<file path="config.mk">
export PLATFORM = sky130hd
export DESIGN_NAME = button_debounce_long_press_flat
export DESIGN_NICKNAME = d
export VERILOG_FILES = /design/src/sv/bdl_pkg.sv /design/src/sv/bdl_if.sv /design/src/sv/bdl_lane.sv /design/src/sv/bdl_merge.sv /design/src/sv/button_debounce_long_press.sv /design/src/flat_wrapper.sv
export SDC_FILE = /design/constraint.sdc
export NUM_CORES = 1
export LEC_CHECK = 0
export ABC_AREA = 1
export BUFFER_PORTS_ARGS = -buffer_cell sky130_fd_sc_hd__buf_2
export CAP_MARGIN = 15
export CORE_ASPECT_RATIO = 1.5
export CORE_MARGIN = 2
export CORE_UTILIZATION = 54
export DETAILED_ROUTE_END_ITERATION = 16
export MAX_ROUTING_LAYER = met4
export PLACE_DENSITY_LB_ADDON = 0.12
export SLEW_MARGIN = 20
export SYNTH_ARGS = -nofsm -noshare
export SYNTH_HDL_FRONTEND = slang
export SYNTH_SLANG_ARGS = --single-unit
</file>
<file path="constraint.sdc">
create_clock -name i_clk -period 9.1 [get_ports i_clk]
set_input_delay 0.91 -clock i_clk [delete_from_list [all_inputs] [get_ports i_clk]]
set_output_delay 0.91 -clock i_clk [all_outputs]
set_load 0.02 [all_outputs]
</file>
<file path="src/sv/bdl_pkg.sv">
// ----------------------------------------------------------------------------
// bdl_pkg: shared constants for the button debouncer
// Register indexes, reset values, field widths and the calibrate button map.
// ----------------------------------------------------------------------------
`default_nettype none

package bdl_pkg;

    // configuration port
    localparam int unsigned CFG_IDX_W  = 2;
    localparam int unsigned CFG_DATA_W = 32;

    localparam logic [CFG_IDX_W-1:0] CFG_DEBOUNCE   = CFG_IDX_W'(0);
    localparam logic [CFG_IDX_W-1:0] CFG_LONG_PRESS = CFG_IDX_W'(1);

    localparam int unsigned DEBOUNCE_W   = 16;
    localparam int unsigned LONG_PRESS_W = 32;

    localparam logic [DEBOUNCE_W-1:0]   DEBOUNCE_RESET   = DEBOUNCE_W'(50);
    localparam logic [LONG_PRESS_W-1:0] LONG_PRESS_RESET = LONG_PRESS_W'(5000);

    // calibrate slots: slot 0 is current (button 3), slot 1 is voltage (button 2)
    localparam int unsigned NUM_CAL = 2;
    localparam int unsigned CAL_CURRENT_BTN = 3;
    localparam int unsigned CAL_VOLTAGE_BTN = 2;
    localparam int unsigned CAL_BTN [NUM_CAL] = '{CAL_CURRENT_BTN, CAL_VOLTAGE_BTN};

endpackage

`default_nettype wire

</file>
<file path="src/sv/bdl_if.sv">
// ----------------------------------------------------------------------------
// bdl_if: handshake channels of the debouncer
// A generic valid/ready stream and the configuration write channel.
// ----------------------------------------------------------------------------
`default_nettype none

interface bdl_stream_if #(
    parameter int unsigned WIDTH = 8
) ();
    logic             valid;
    logic             ready;
    logic [WIDTH-1:0] data;

    modport source (output valid, output data, input ready);
    modport sink   (input valid, input data, output ready);
endinterface

interface bdl_cfg_if ();
    import bdl_pkg::*;

    logic                  valid;
    logic                  ready;
    logic [CFG_IDX_W-1:0]  index;
    logic [CFG_DATA_W-1:0] data;

    modport source (output valid, output index, output data, input ready);
    modport sink   (input valid, input index, input data, output ready);
endinterface

`default_nettype wire

</file>
<file path="src/sv/bdl_lane.sv">
// ----------------------------------------------------------------------------
// bdl_lane: debounce core for one button
// Tracks the last raw level and its change time; promotes the raw level to
// the debounced level once it has held longer than the debounce time.
// ----------------------------------------------------------------------------
`default_nettype none

module bdl_lane #(
    parameter int unsigned TIME_BITS = 32
) (
    input  wire                              i_clk,
    input  wire                              i_rst_n,
    input  wire                              i_en,
    input  wire                              i_raw,
    input  wire [TIME_BITS-1:0]              i_now,
    input  wire [bdl_pkg::DEBOUNCE_W-1:0]    i_debounce_ms,
    output logic                             o_level,
    output logic                             o_prev
);
    import bdl_pkg::*;

    localparam int unsigned CMP_W = (TIME_BITS > DEBOUNCE_W) ? TIME_BITS : DEBOUNCE_W;

    logic                 r_last_raw;
    logic [TIME_BITS-1:0] r_change_time;
    logic                 r_level;
    logic                 r_prev;

    logic                 w_changed;
    logic [TIME_BITS-1:0] w_elapsed;
    logic                 w_settled;

    // a fresh change never settles: the compare is gated off in the scan that changes
    assign w_changed = (i_raw != r_last_raw);
    assign w_elapsed = i_now - r_change_time;
    assign w_settled = !w_changed && (CMP_W'(w_elapsed) > CMP_W'(i_debounce_ms));

    always_ff @(posedge i_clk) begin
        if (!i_rst_n) begin
            r_last_raw    <= 1'b1;
            r_change_time <= '0;
            r_level       <= 1'b0;
            r_prev        <= 1'b0;
        end else if (i_en) begin
            r_last_raw <= i_raw;
            if (w_changed) begin
                r_change_time <= i_now;
            end
            if (w_settled) begin
                r_prev  <= r_level;
                r_level <= i_raw;
            end
        end
    end

    assign o_level = r_level;
    assign o_prev  = r_prev;

endmodule

`default_nettype wire

</file>
<file path="src/sv/bdl_merge.sv">
// ----------------------------------------------------------------------------
// bdl_merge: combines lane levels and runs long-press detection
// Captures the debounced levels into the result register and keeps the
// press times and sticky calibrate flags of the two calibrate buttons.
// ----------------------------------------------------------------------------
`default_nettype none

module bdl_merge #(
    parameter int unsigned NUM_BUTTONS = 4,
    parameter int unsigned TIME_BITS   = 32
) (
    input  wire                                i_clk,
    input  wire                                i_rst_n,
    input  wire                                i_advance,
    input  wire [TIME_BITS-1:0]                i_now,
    input  wire [NUM_BUTTONS-1:0]              i_levels,
    input  wire [NUM_BUTTONS-1:0]              i_prevs,
    input  wire [bdl_pkg::LONG_PRESS_W-1:0]    i_long_press_ms,
    output logic [NUM_BUTTONS-1:0]             o_levels,
    output logic [NUM_BUTTONS-1:0]             o_prevs,
    output logic [bdl_pkg::NUM_CAL-1:0]        o_cal_flags
);
    import bdl_pkg::*;

    localparam int unsigned CMP_W = (TIME_BITS > LONG_PRESS_W) ? TIME_BITS : LONG_PRESS_W;

    logic [NUM_BUTTONS-1:0] r_levels;
    logic [NUM_BUTTONS-1:0] r_prevs;

    always_ff @(posedge i_clk) begin
        if (i_advance) begin
            r_levels <= i_levels;
            r_prevs  <= i_prevs;
        end
    end

    assign o_levels = r_levels;
    assign o_prevs  = r_prevs;

    for (genvar s = 0; s < NUM_CAL; s++) begin : g_cal
        if (CAL_BTN[s] < NUM_BUTTONS) begin : g_on
            localparam int unsigned BTN = CAL_BTN[s];

            logic [TIME_BITS-1:0] r_press_time;
            logic                 r_flag;
            logic                 w_fall;
            logic [TIME_BITS-1:0] w_held;
            logic                 w_long;

            // no long press is seen on the falling edge itself: the compare is gated off there
            assign w_fall = i_prevs[BTN] && !i_levels[BTN];
            assign w_held = i_now - r_press_time;
            assign w_long = !i_levels[BTN] && !w_fall &&
                            (CMP_W'(w_held) > CMP_W'(i_long_press_ms));

            always_ff @(posedge i_clk) begin
                if (!i_rst_n) begin
                    r_press_time <= '0;
                    r_flag       <= 1'b0;
                end else if (i_advance) begin
                    if (w_fall) begin
                        r_press_time <= i_now;
                    end
                    if (w_long) begin
                        r_flag <= 1'b1;
                    end
                end
            end

            assign o_cal_flags[s] = r_flag;
        end else begin : g_off
            assign o_cal_flags[s] = 1'b0;
        end
    end

endmodule

`default_nettype wire

</file>
<file path="src/sv/button_debounce_long_press.sv">
// ----------------------------------------------------------------------------
// button_debounce_long_press: timestamp debouncer with long-press detect
// One debounce lane per button, a merge stage for long-press flags and the
// result register.
//
//   channel    dir   word layout (LSB first)
//   i_scan     in    raw_buttons[NUM_BUTTONS], now_ms[TIME_BITS]
//   o_result   out   stable_levels[NUM_BUTTONS], stable_prev_levels[NUM_BUTTONS],
//                    calibrate_current, calibrate_voltage
//   i_cfg      in    index 0 debounce_ms, index 1 long_press_ms
//
// One scan per clock while i_scan.ready is high; its result word is valid once the
// merge stage has loaded it. Lane stage updates debounce state, merge stage does
// the press-time compare and loads the result register.
// Stalls on o_result hold the pipe; i_scan.ready drops only when both stages
// are full. i_cfg is always ready. Reset clears the valid bits and calibrate flags
// but not the result register; registers return to 50 ms and 5000 ms.
// ----------------------------------------------------------------------------
`default_nettype none

module button_debounce_long_press #(
    parameter int unsigned NUM_BUTTONS = 4,
    parameter int unsigned TIME_BITS   = 32
) (
    input  wire             i_clk,
    input  wire             i_rst_n,
    bdl_stream_if.sink      i_scan,
    bdl_stream_if.source    o_result,
    bdl_cfg_if.sink         i_cfg
);
    import bdl_pkg::*;

    localparam int unsigned NOW_LSB = NUM_BUTTONS;
    localparam int unsigned CAL_LSB = 2 * NUM_BUTTONS;

    logic [DEBOUNCE_W-1:0]   r_debounce_ms;
    logic [LONG_PRESS_W-1:0] r_long_press_ms;

    logic                    r_s1_vld;
    logic [TIME_BITS-1:0]    r_now;
    logic                    r_out_vld;

    logic                    w_out_free;
    logic                    w_advance;
    logic                    w_scan_take;

    logic [NUM_BUTTONS-1:0]  w_levels;
    logic [NUM_BUTTONS-1:0]  w_prevs;
    logic [NUM_BUTTONS-1:0]  w_res_levels;
    logic [NUM_BUTTONS-1:0]  w_res_prevs;
    logic [NUM_CAL-1:0]      w_cal_flags;

    // configuration
    assign i_cfg.ready = 1'b1;

    always_ff @(posedge i_clk) begin
        if (!i_rst_n) begin
            r_debounce_ms   <= DEBOUNCE_RESET;
            r_long_press_ms <= LONG_PRESS_RESET;
        end else if (i_cfg.valid) begin
            case (i_cfg.index)
                CFG_DEBOUNCE:   r_debounce_ms   <= i_cfg.data[DEBOUNCE_W-1:0];
                CFG_LONG_PRESS: r_long_press_ms <= i_cfg.data[LONG_PRESS_W-1:0];
                default: ;
            endcase
        end
    end

    // pipeline control
    assign w_out_free   = !r_out_vld || o_result.ready;
    assign w_advance    = r_s1_vld && w_out_free;
    assign i_scan.ready = !r_s1_vld || w_out_free;
    assign w_scan_take  = i_scan.valid && i_scan.ready;

    always_ff @(posedge i_clk) begin
        if (!i_rst_n) begin
            r_s1_vld  <= 1'b0;
            r_out_vld <= 1'b0;
        end else begin
            if (i_scan.ready) begin
                r_s1_vld <= i_scan.valid;
            end
            if (w_out_free) begin
                r_out_vld <= r_s1_vld;
            end
        end
    end

    always_ff @(posedge i_clk) begin
        if (w_scan_take) begin
            r_now <= i_scan.data[NOW_LSB +: TIME_BITS];
        end
    end

    // one debounce lane per button
    for (genvar b = 0; b < NUM_BUTTONS; b++) begin : g_lane
        bdl_lane #(
            .TIME_BITS (TIME_BITS)
        ) u_lane (
            .i_clk         (i_clk),
            .i_rst_n       (i_rst_n),
            .i_en          (w_scan_take),
            .i_raw         (i_scan.data[b]),
            .i_now         (i_scan.data[NOW_LSB +: TIME_BITS]),
            .i_debounce_ms (r_debounce_ms),
            .o_level       (w_levels[b]),
            .o_prev        (w_prevs[b])
        );
    end

    bdl_merge #(
        .NUM_BUTTONS (NUM_BUTTONS),
        .TIME_BITS   (TIME_BITS)
    ) u_merge (
        .i_clk           (i_clk),
        .i_rst_n         (i_rst_n),
        .i_advance       (w_advance),
        .i_now           (r_now),
        .i_levels        (w_levels),
        .i_prevs         (w_prevs),
        .i_long_press_ms (r_long_press_ms),
        .o_levels        (w_res_levels),
        .o_prevs         (w_res_prevs),
        .o_cal_flags     (w_cal_flags)
    );

    assign o_result.valid = r_out_vld;
    assign o_result.data[NUM_BUTTONS-1:0]       = w_res_levels;
    assign o_result.data[NOW_LSB +: NUM_BUTTONS] = w_res_prevs;
    assign o_result.data[CAL_LSB +: NUM_CAL]     = w_cal_flags;

endmodule

`default_nettype wire

</file>
<file path="src/flat_wrapper.sv">
// flat-port wrapper written by rule: the top's interface ports become plain ports
module button_debounce_long_press_flat import bdl_pkg::*;
#(
    parameter int unsigned NUM_BUTTONS = 4,
    parameter int unsigned TIME_BITS   = 32
)
  (i_clk, i_rst_n, i_scan_valid, i_scan_data, i_scan_ready, o_result_valid, o_result_data, o_result_ready, i_cfg_valid, i_cfg_index, i_cfg_data, i_cfg_ready);
  bdl_stream_if #(.WIDTH(((4) + 32))) i_scan_i ();
  bdl_stream_if #(.WIDTH((2 * (4) + 2))) o_result_i ();
  bdl_cfg_if i_cfg_i ();
  input  wire i_clk;
  input  wire i_rst_n;
  input wire logic [$bits(i_scan_i.valid)-1:0] i_scan_valid;
  input wire logic [$bits(i_scan_i.data)-1:0] i_scan_data;
  output wire logic [$bits(i_scan_i.ready)-1:0] i_scan_ready;
  output wire logic [$bits(o_result_i.valid)-1:0] o_result_valid;
  output wire logic [$bits(o_result_i.data)-1:0] o_result_data;
  input wire logic [$bits(o_result_i.ready)-1:0] o_result_ready;
  input wire logic [$bits(i_cfg_i.valid)-1:0] i_cfg_valid;
  input wire logic [$bits(i_cfg_i.index)-1:0] i_cfg_index;
  input wire logic [$bits(i_cfg_i.data)-1:0] i_cfg_data;
  output wire logic [$bits(i_cfg_i.ready)-1:0] i_cfg_ready;
  assign i_scan_i.valid = i_scan_valid;
  assign i_scan_i.data = i_scan_data;
  assign i_scan_ready = i_scan_i.ready;
  assign o_result_valid = o_result_i.valid;
  assign o_result_data = o_result_i.data;
  assign o_result_i.ready = o_result_ready;
  assign i_cfg_i.valid = i_cfg_valid;
  assign i_cfg_i.index = i_cfg_index;
  assign i_cfg_i.data = i_cfg_data;
  assign i_cfg_ready = i_cfg_i.ready;
  button_debounce_long_press #(.NUM_BUTTONS(NUM_BUTTONS), .TIME_BITS(TIME_BITS)) u_core (.i_clk(i_clk), .i_rst_n(i_rst_n), .i_scan(i_scan_i), .o_result(o_result_i), .i_cfg(i_cfg_i));
endmodule
</file>
# After elaboration in Yosys (flattened, before gate mapping)
# Cells that the tools add are included.
# totals
mem_bits_ro	0
mem_count	0
in_bits	75
elab_cells	83
latch_bits	0
reg_bits	296
ram_bits	0
# classes
addsub	6
div	0
n_mul	0
mux	0
shift	0
n_reduce_logical	39
n_eq_ne	5
order_cmp	6
bitwise	0
# ops
op	count
$sub A32 B32 Y32	6
$gt A32 B16 Y1	4
$gt A32 B32 Y1	2
$reduce_and A2 Y1	14
$logic_and A1 B1 Y1	12
$logic_not A1 Y1	10
$ne A1 B1 Y1	4
$eq A2 B1 Y1 const B	1
$logic_not A2 Y1	1
$logic_or A1 B1 Y1	2

# Logic depth before layout (Yosys ltp)
# depth
ltp_word	6
ltp_mapped	29
ltp_nobuf	29

# Hierarchy
# A second synthesis with hierarchy kept.
# unflattened
hier_cells	4651
area_unflattened_um2	27976.8
# modules_own_cells
mod	n_inst	area_each_um2	seq_area_each_um2	cells_per_inst
bdl_lane at u_core.g_lane[0].u_lane ...	3	4209.0	700.7	761
bdl_merge	1	8102.8	1561.5	1264
bdl_lane at u_core.g_lane[1].u_lane	1	4215.3	700.7	763
button_debounce_long_press	1	3031.7	1961.9	341

# Least setup slack after synthesis
# No wires, ideal clock.
# synth_timing
path_kind	input -> register
startpoint	input port i_scan_data[4]
endpoint	register u_core.g_lane[1].u_lane.r_level
n_path_buf	0
required_time_ps	8985
t_arrival_ps	3663
path_stages	23
slack_ps	5322
path_cell_list	inv_1 > ha_1 > inv_1 > fa_1 > nand3_1 > nand3_1 > nand2_1 > nand2_1 > nand2_1 > nand2_1 > xor2_1 > ha_1 > nand2_1 > nor4_1 > nand3_1 > nand2_1 > nand3_1 > nor2_1 > nand2_1 > nor2_1 > nand2_2 > a21oi_1 > nor2_1
# synth_between
elab_chain_cells	4
# synth_lines
element	line_no	text
start, declared	flat_wrapper.sv:14	input wire logic [$bits(i_scan_i.data)-1:0] i_scan_data;
$sub A32 B32 Y32	bdl_lane.sv:35	assign w_elapsed = i_now - r_change_time;
$gt A32 B16 Y1	bdl_lane.sv:36	assign w_settled = !w_changed && (CMP_W'(w_elapsed) > CMP_W'(i_debounce_ms));
$logic_and A1 B1 Y1	bdl_lane.sv:36	
$reduce_and A2 Y1 (no line)	n/a	
end signal, assigned	bdl_lane.sv:51	r_level <= i_raw;
end, declared	bdl_lane.sv:26	logic r_level;
# Every way passes these cells.
# A chain may end at the register's enable or synchronous reset.

# Final worst setup path
# layout_timing
startpoint	register u_core.r_now[0]
endpoint	register u_core.u_merge.g_cal[0].g_on.r_flag
# layout_between
elab_chain_cells	4
# layout_lines
element	line_no	text
start, declared	button_debounce_long_press.sv:40	logic [TIME_BITS-1:0] r_now;
start signal, assigned	button_debounce_long_press.sv:91	r_now <= i_scan.data[NOW_LSB +: TIME_BITS];
$sub A32 B32 Y32	bdl_merge.sv:52	assign w_held = i_now - r_press_time;
$gt A32 B32 Y1	bdl_merge.sv:54	(CMP_W'(w_held) > CMP_W'(i_long_press_ms));
$logic_and A1 B1 Y1	bdl_merge.sv:53	assign w_long = !i_levels[BTN] && !w_fall &&
$reduce_and A2 Y1 (no line)	n/a	
end signal, assigned	bdl_merge.sv:59	r_flag <= 1'b0;
end signal, assigned	bdl_merge.sv:65	r_flag <= 1'b1;
end, declared	bdl_merge.sv:45	logic r_flag;
# Every way passes these cells.

==> flow_metrics.env <==
export IMPL_status="finished clean"
export IMPL_floorplan_die_height_um=274
export IMPL_cts_sinks=296
export IMPL_crit_path_cell_trace="inv_1, ha_1, inv_1, fa_1, nand3_1, nand2_1, a21oi_1, o21ai_2, a21oi_1, o21ai_2, nand4_1, nand2_1, xor2_1, inv_1, ha_1, nand2_1, nor2_1, nand4_1, nor4_1, nand4_1, nand3_1, a21oi_1"
export IMPL_ys_types=48
export IMPL_max_stage_delay_ns=0.47
export IMPL_async_flop_share_pct=0
export IMPL_finalHoldViolCount=0
export IMPL_slew_headroom_pct=32.7
export IMPL_fin_skew_ns=0.0268
export IMPL_power_switching_uw=1830
export IMPL_yosysSeqAreaShare_pct=24.0
export IMPL_grt_util_met2_pct=63.9
export IMPL_die_area_sq_mm=0.0505
export IMPL_drv_cap=0
export IMPL_clk_latency_ns=0.57
export IMPL_clockRootBuffer="clkbuf_16"
export IMPL_cp_max_fo=5
export IMPL_finalSetupViolCount=0
export IMPL_htreeDepth=2
export IMPL_synth_common_cells="1220 x nand2_1, 806 x inv_1, 443 x a21oi_1"
export IMPL_nets=4681
export IMPL_antenna_cells=0
export IMPL_ys_flop_type="dfxtp_1"
export IMPL_synth_seq_cells=296
export IMPL_whs_path_depth=0
export IMPL_routedWlPerCell_um=17.0
export IMPL_synth_edf_count=40
export IMPL_grt_overflow=0
export IMPL_vias=26145
export IMPL_area_growth_pct=8.51
export IMPL_detail_route_iter0_violations=1232
export IMPL_seq_power_share_pct=30.4
export IMPL_path_clk_slew_ns=0.06
export IMPL_worst_setup_path_end_kind="flop"
export IMPL_cp_required_ns=9.53
export IMPL_clockBufferDepth=3
export IMPL_die_w_um=184
export IMPL_port_buffers=86
export IMPL_drc=0
export IMPL_ios=88
export IMPL_pwr_share_comb_pct=37.9
export IMPL_stdcell_count=4967
export IMPL_syn_area_per_cell_sq_um=6.22
export IMPL_totalWireLength_um=84600
export IMPL_grt_use_total_pct=34.5
export IMPL_crit_path_start_kind="flop"
export IMPL_synth_top_cell_area_share_pct=19.5
export IMPL_core_area_sq_mm=0.0484
export IMPL_setup_tns_ns=0
export IMPL_post_synth_top_area_cell="dfxtp_1"
export IMPL_power_density_mw_per_mm2=167
export IMPL_leakage_uw=0.0147
export IMPL_synth_nets=4626
export IMPL_worstSetupPathType="reg2reg"
export IMPL_post_route_min_period_ns=4.53
export IMPL_tightest_slew_ns=1.01
export IMPL_rsz0062_at_grt="no"
export IMPL_placed_cells=4906
export IMPL_hold_buffers=0
export IMPL_fmax_mhz=221
export IMPL_hpwl_um=67600
export IMPL_antenna_left=0
export IMPL_p_int_uw=2950
export IMPL_grt_pass1_vias=24961
export IMPL_synth_most_common_cell="nand2_1"
export IMPL_yosys_warnings=0
export IMPL_worstPathArrival_ns=4.97
export IMPL_cts_setup_buffers=0
export IMPL_reg2reg_depth=22
export IMPL_grt_max_degree=146
export IMPL_slowest_stage="fa_1"
export IMPL_initial_utilization_pct=54.3
export IMPL_viasPerCell=5.26
export IMPL_dr_pass1_iters=6
export IMPL_grt_busiest_layer="met2"
export IMPL_switching_share_pct=38.2
export IMPL_syn_inst=4231
export IMPL_clkPwrFrac_pct=31.7
export IMPL_finalCritPeriodShare_pct=49.8
export IMPL_gp_congestion=1.02
export IMPL_synth_area_sq_mm=0.0263
export IMPL_numCtsBuffers=34
export IMPL_peakVddDrop_mv=0.168
export IMPL_drive_above_1_share_pct=4.82
export IMPL_cts_resized=0
export IMPL_antenna_found_initial=1
export IMPL_cts_tree="done"
export IMPL_grt_util_met3_pct=3.28
export IMPL_synth_area_top_cells="dfxtp_1 19%, nand2_1 17%, ha_1 15%"
export IMPL_hold_ws_ns=0.446
export IMPL_hold_path_class="reg2reg"
export IMPL_fp_row_count=99
export IMPL_grt_pass1_wl_um=130000
export IMPL_slew_violations=0
export IMPL_met1_usage_pct=33.1
-- path summary, 6_finish.rpt --
check,slack [ns],to,start
worst max register to register,4.57,u_core.u_merge.g_cal[0].g_on.r_flag,u_core.r_now[0]
worst min-delay path,0.45,u_core.u_merge.o_prevs[0],u_core.g_lane[0].u_lane.o_prev
worst min register to register,0.45,u_core.u_merge.o_prevs[0],u_core.g_lane[0].u_lane.o_prev
worst max-delay path,4.57,u_core.u_merge.g_cal[0].g_on.r_flag,u_core.r_now[0]
-- layout by cell type, fill, tap and decap left out, types with 32 or more instances in the layout --
master / instances
a21oi_1: 443
buf_2: 85
clkbuf_16: 35
dfxtp_1: 256
edfxtp_1: 40
ha_1: 314
inv_1: 806
nand2_1: 1220
nand3_1: 150
nand4_1: 32
nor2_1: 282
nor3_1: 34
o21ai_0: 281
xor2_1: 92
-- state kept, by name, summed over array words and instances (netlist names) --
register and cells:
u_core.r_s1_vld 1, u_core.g_lane.u_lane.r_change_time 128, u_core.u_merge.g_cal.g_on.r_flag 2, u_core.u_merge.g_cal.g_on.r_press_time 64, u_core.o_result.valid 1, u_core.g_lane.u_lane.o_level 4
u_core.r_long_press_ms 32, u_core.g_lane.u_lane.r_last_raw 4, u_core.g_lane.u_lane.o_prev 4, u_core.r_now 32, u_core.r_debounce_ms 16, u_core.u_merge.o_levels 4
u_core.u_merge.o_prevs 4
-- per-stage QoR --
| step | utilization (%) | instance area [sq um] | worst slack, ns | total power, uW |
|---|---|---|---|---|
| after floorplan | - | 26300 | 5.32 | 2790 |
| after global routing | 59.0 | 28600 | 4.35 | 5100 |
| final | 59.0 | 28600 | 4.57 | 4780 |
| after detailed placement | 56.5 | 27300 | 4.48 | 3270 |
| after global placement | 56.5 | 27300 | 4.55 | 3250 |
| after CTS | 59.0 | 28600 | 4.58 | 4800 |
-- area by class of cell --
class                   count  area, sq um
clock buffers              50         1000
clock inverters            11          203
fillers                  5010        19900
inverters                 821         3080
multi-input cells        3036        16600
flip-flops and latches    296         6330
well taps                 656          821
repair buffers             97          519
-- layer usage --
metal / share of wire [%] / vias up
met5: 0 / -
met4: 8.7 / 0
met3: 3.4 / 282
met2: 51 / 567
met1: 37 / 11736
li1: - / 13560
-- worst max-delay path, delay by kind of cell (launching register included) --
family	cells	cell delay, ns
AOI/OAI and AO/OA	5	0.98
xor gates and xnor gates	1	0.15
adders and majority gates	3	0.90
buffers and inverters	3	0.24
DFF	1	0.35
and+or+nand+nor	10	1.78
-- cells by family (layout without fill, tap and decap cells) --
family                     Yosys count  in the layout  share of synthesized area (%)
and+or+nand+nor                   1796           1796                           27.8
AOI/OAI and AO/OA                  802            802                           16.0
DFF                                296            296                           24.0
other                                1              1                         0.0143
buffers and inverters              899            979                           12.9
adders and majority gates          320            320                           15.4
xor gates and xnor gates           117            117                           3.89
-- power by group through the flow --
stage	Sequential [uW]	Clock, uW	Combinational, uW
finish	1450	1520	1810
global route	1460	1580	2070
CTS	1450	1540	1800
detailed placement	1480	0	1790
global placement	1480	0	1780
floorplan	1470	0	1320
No activity file was read; power rests on OpenSTA's default activity.
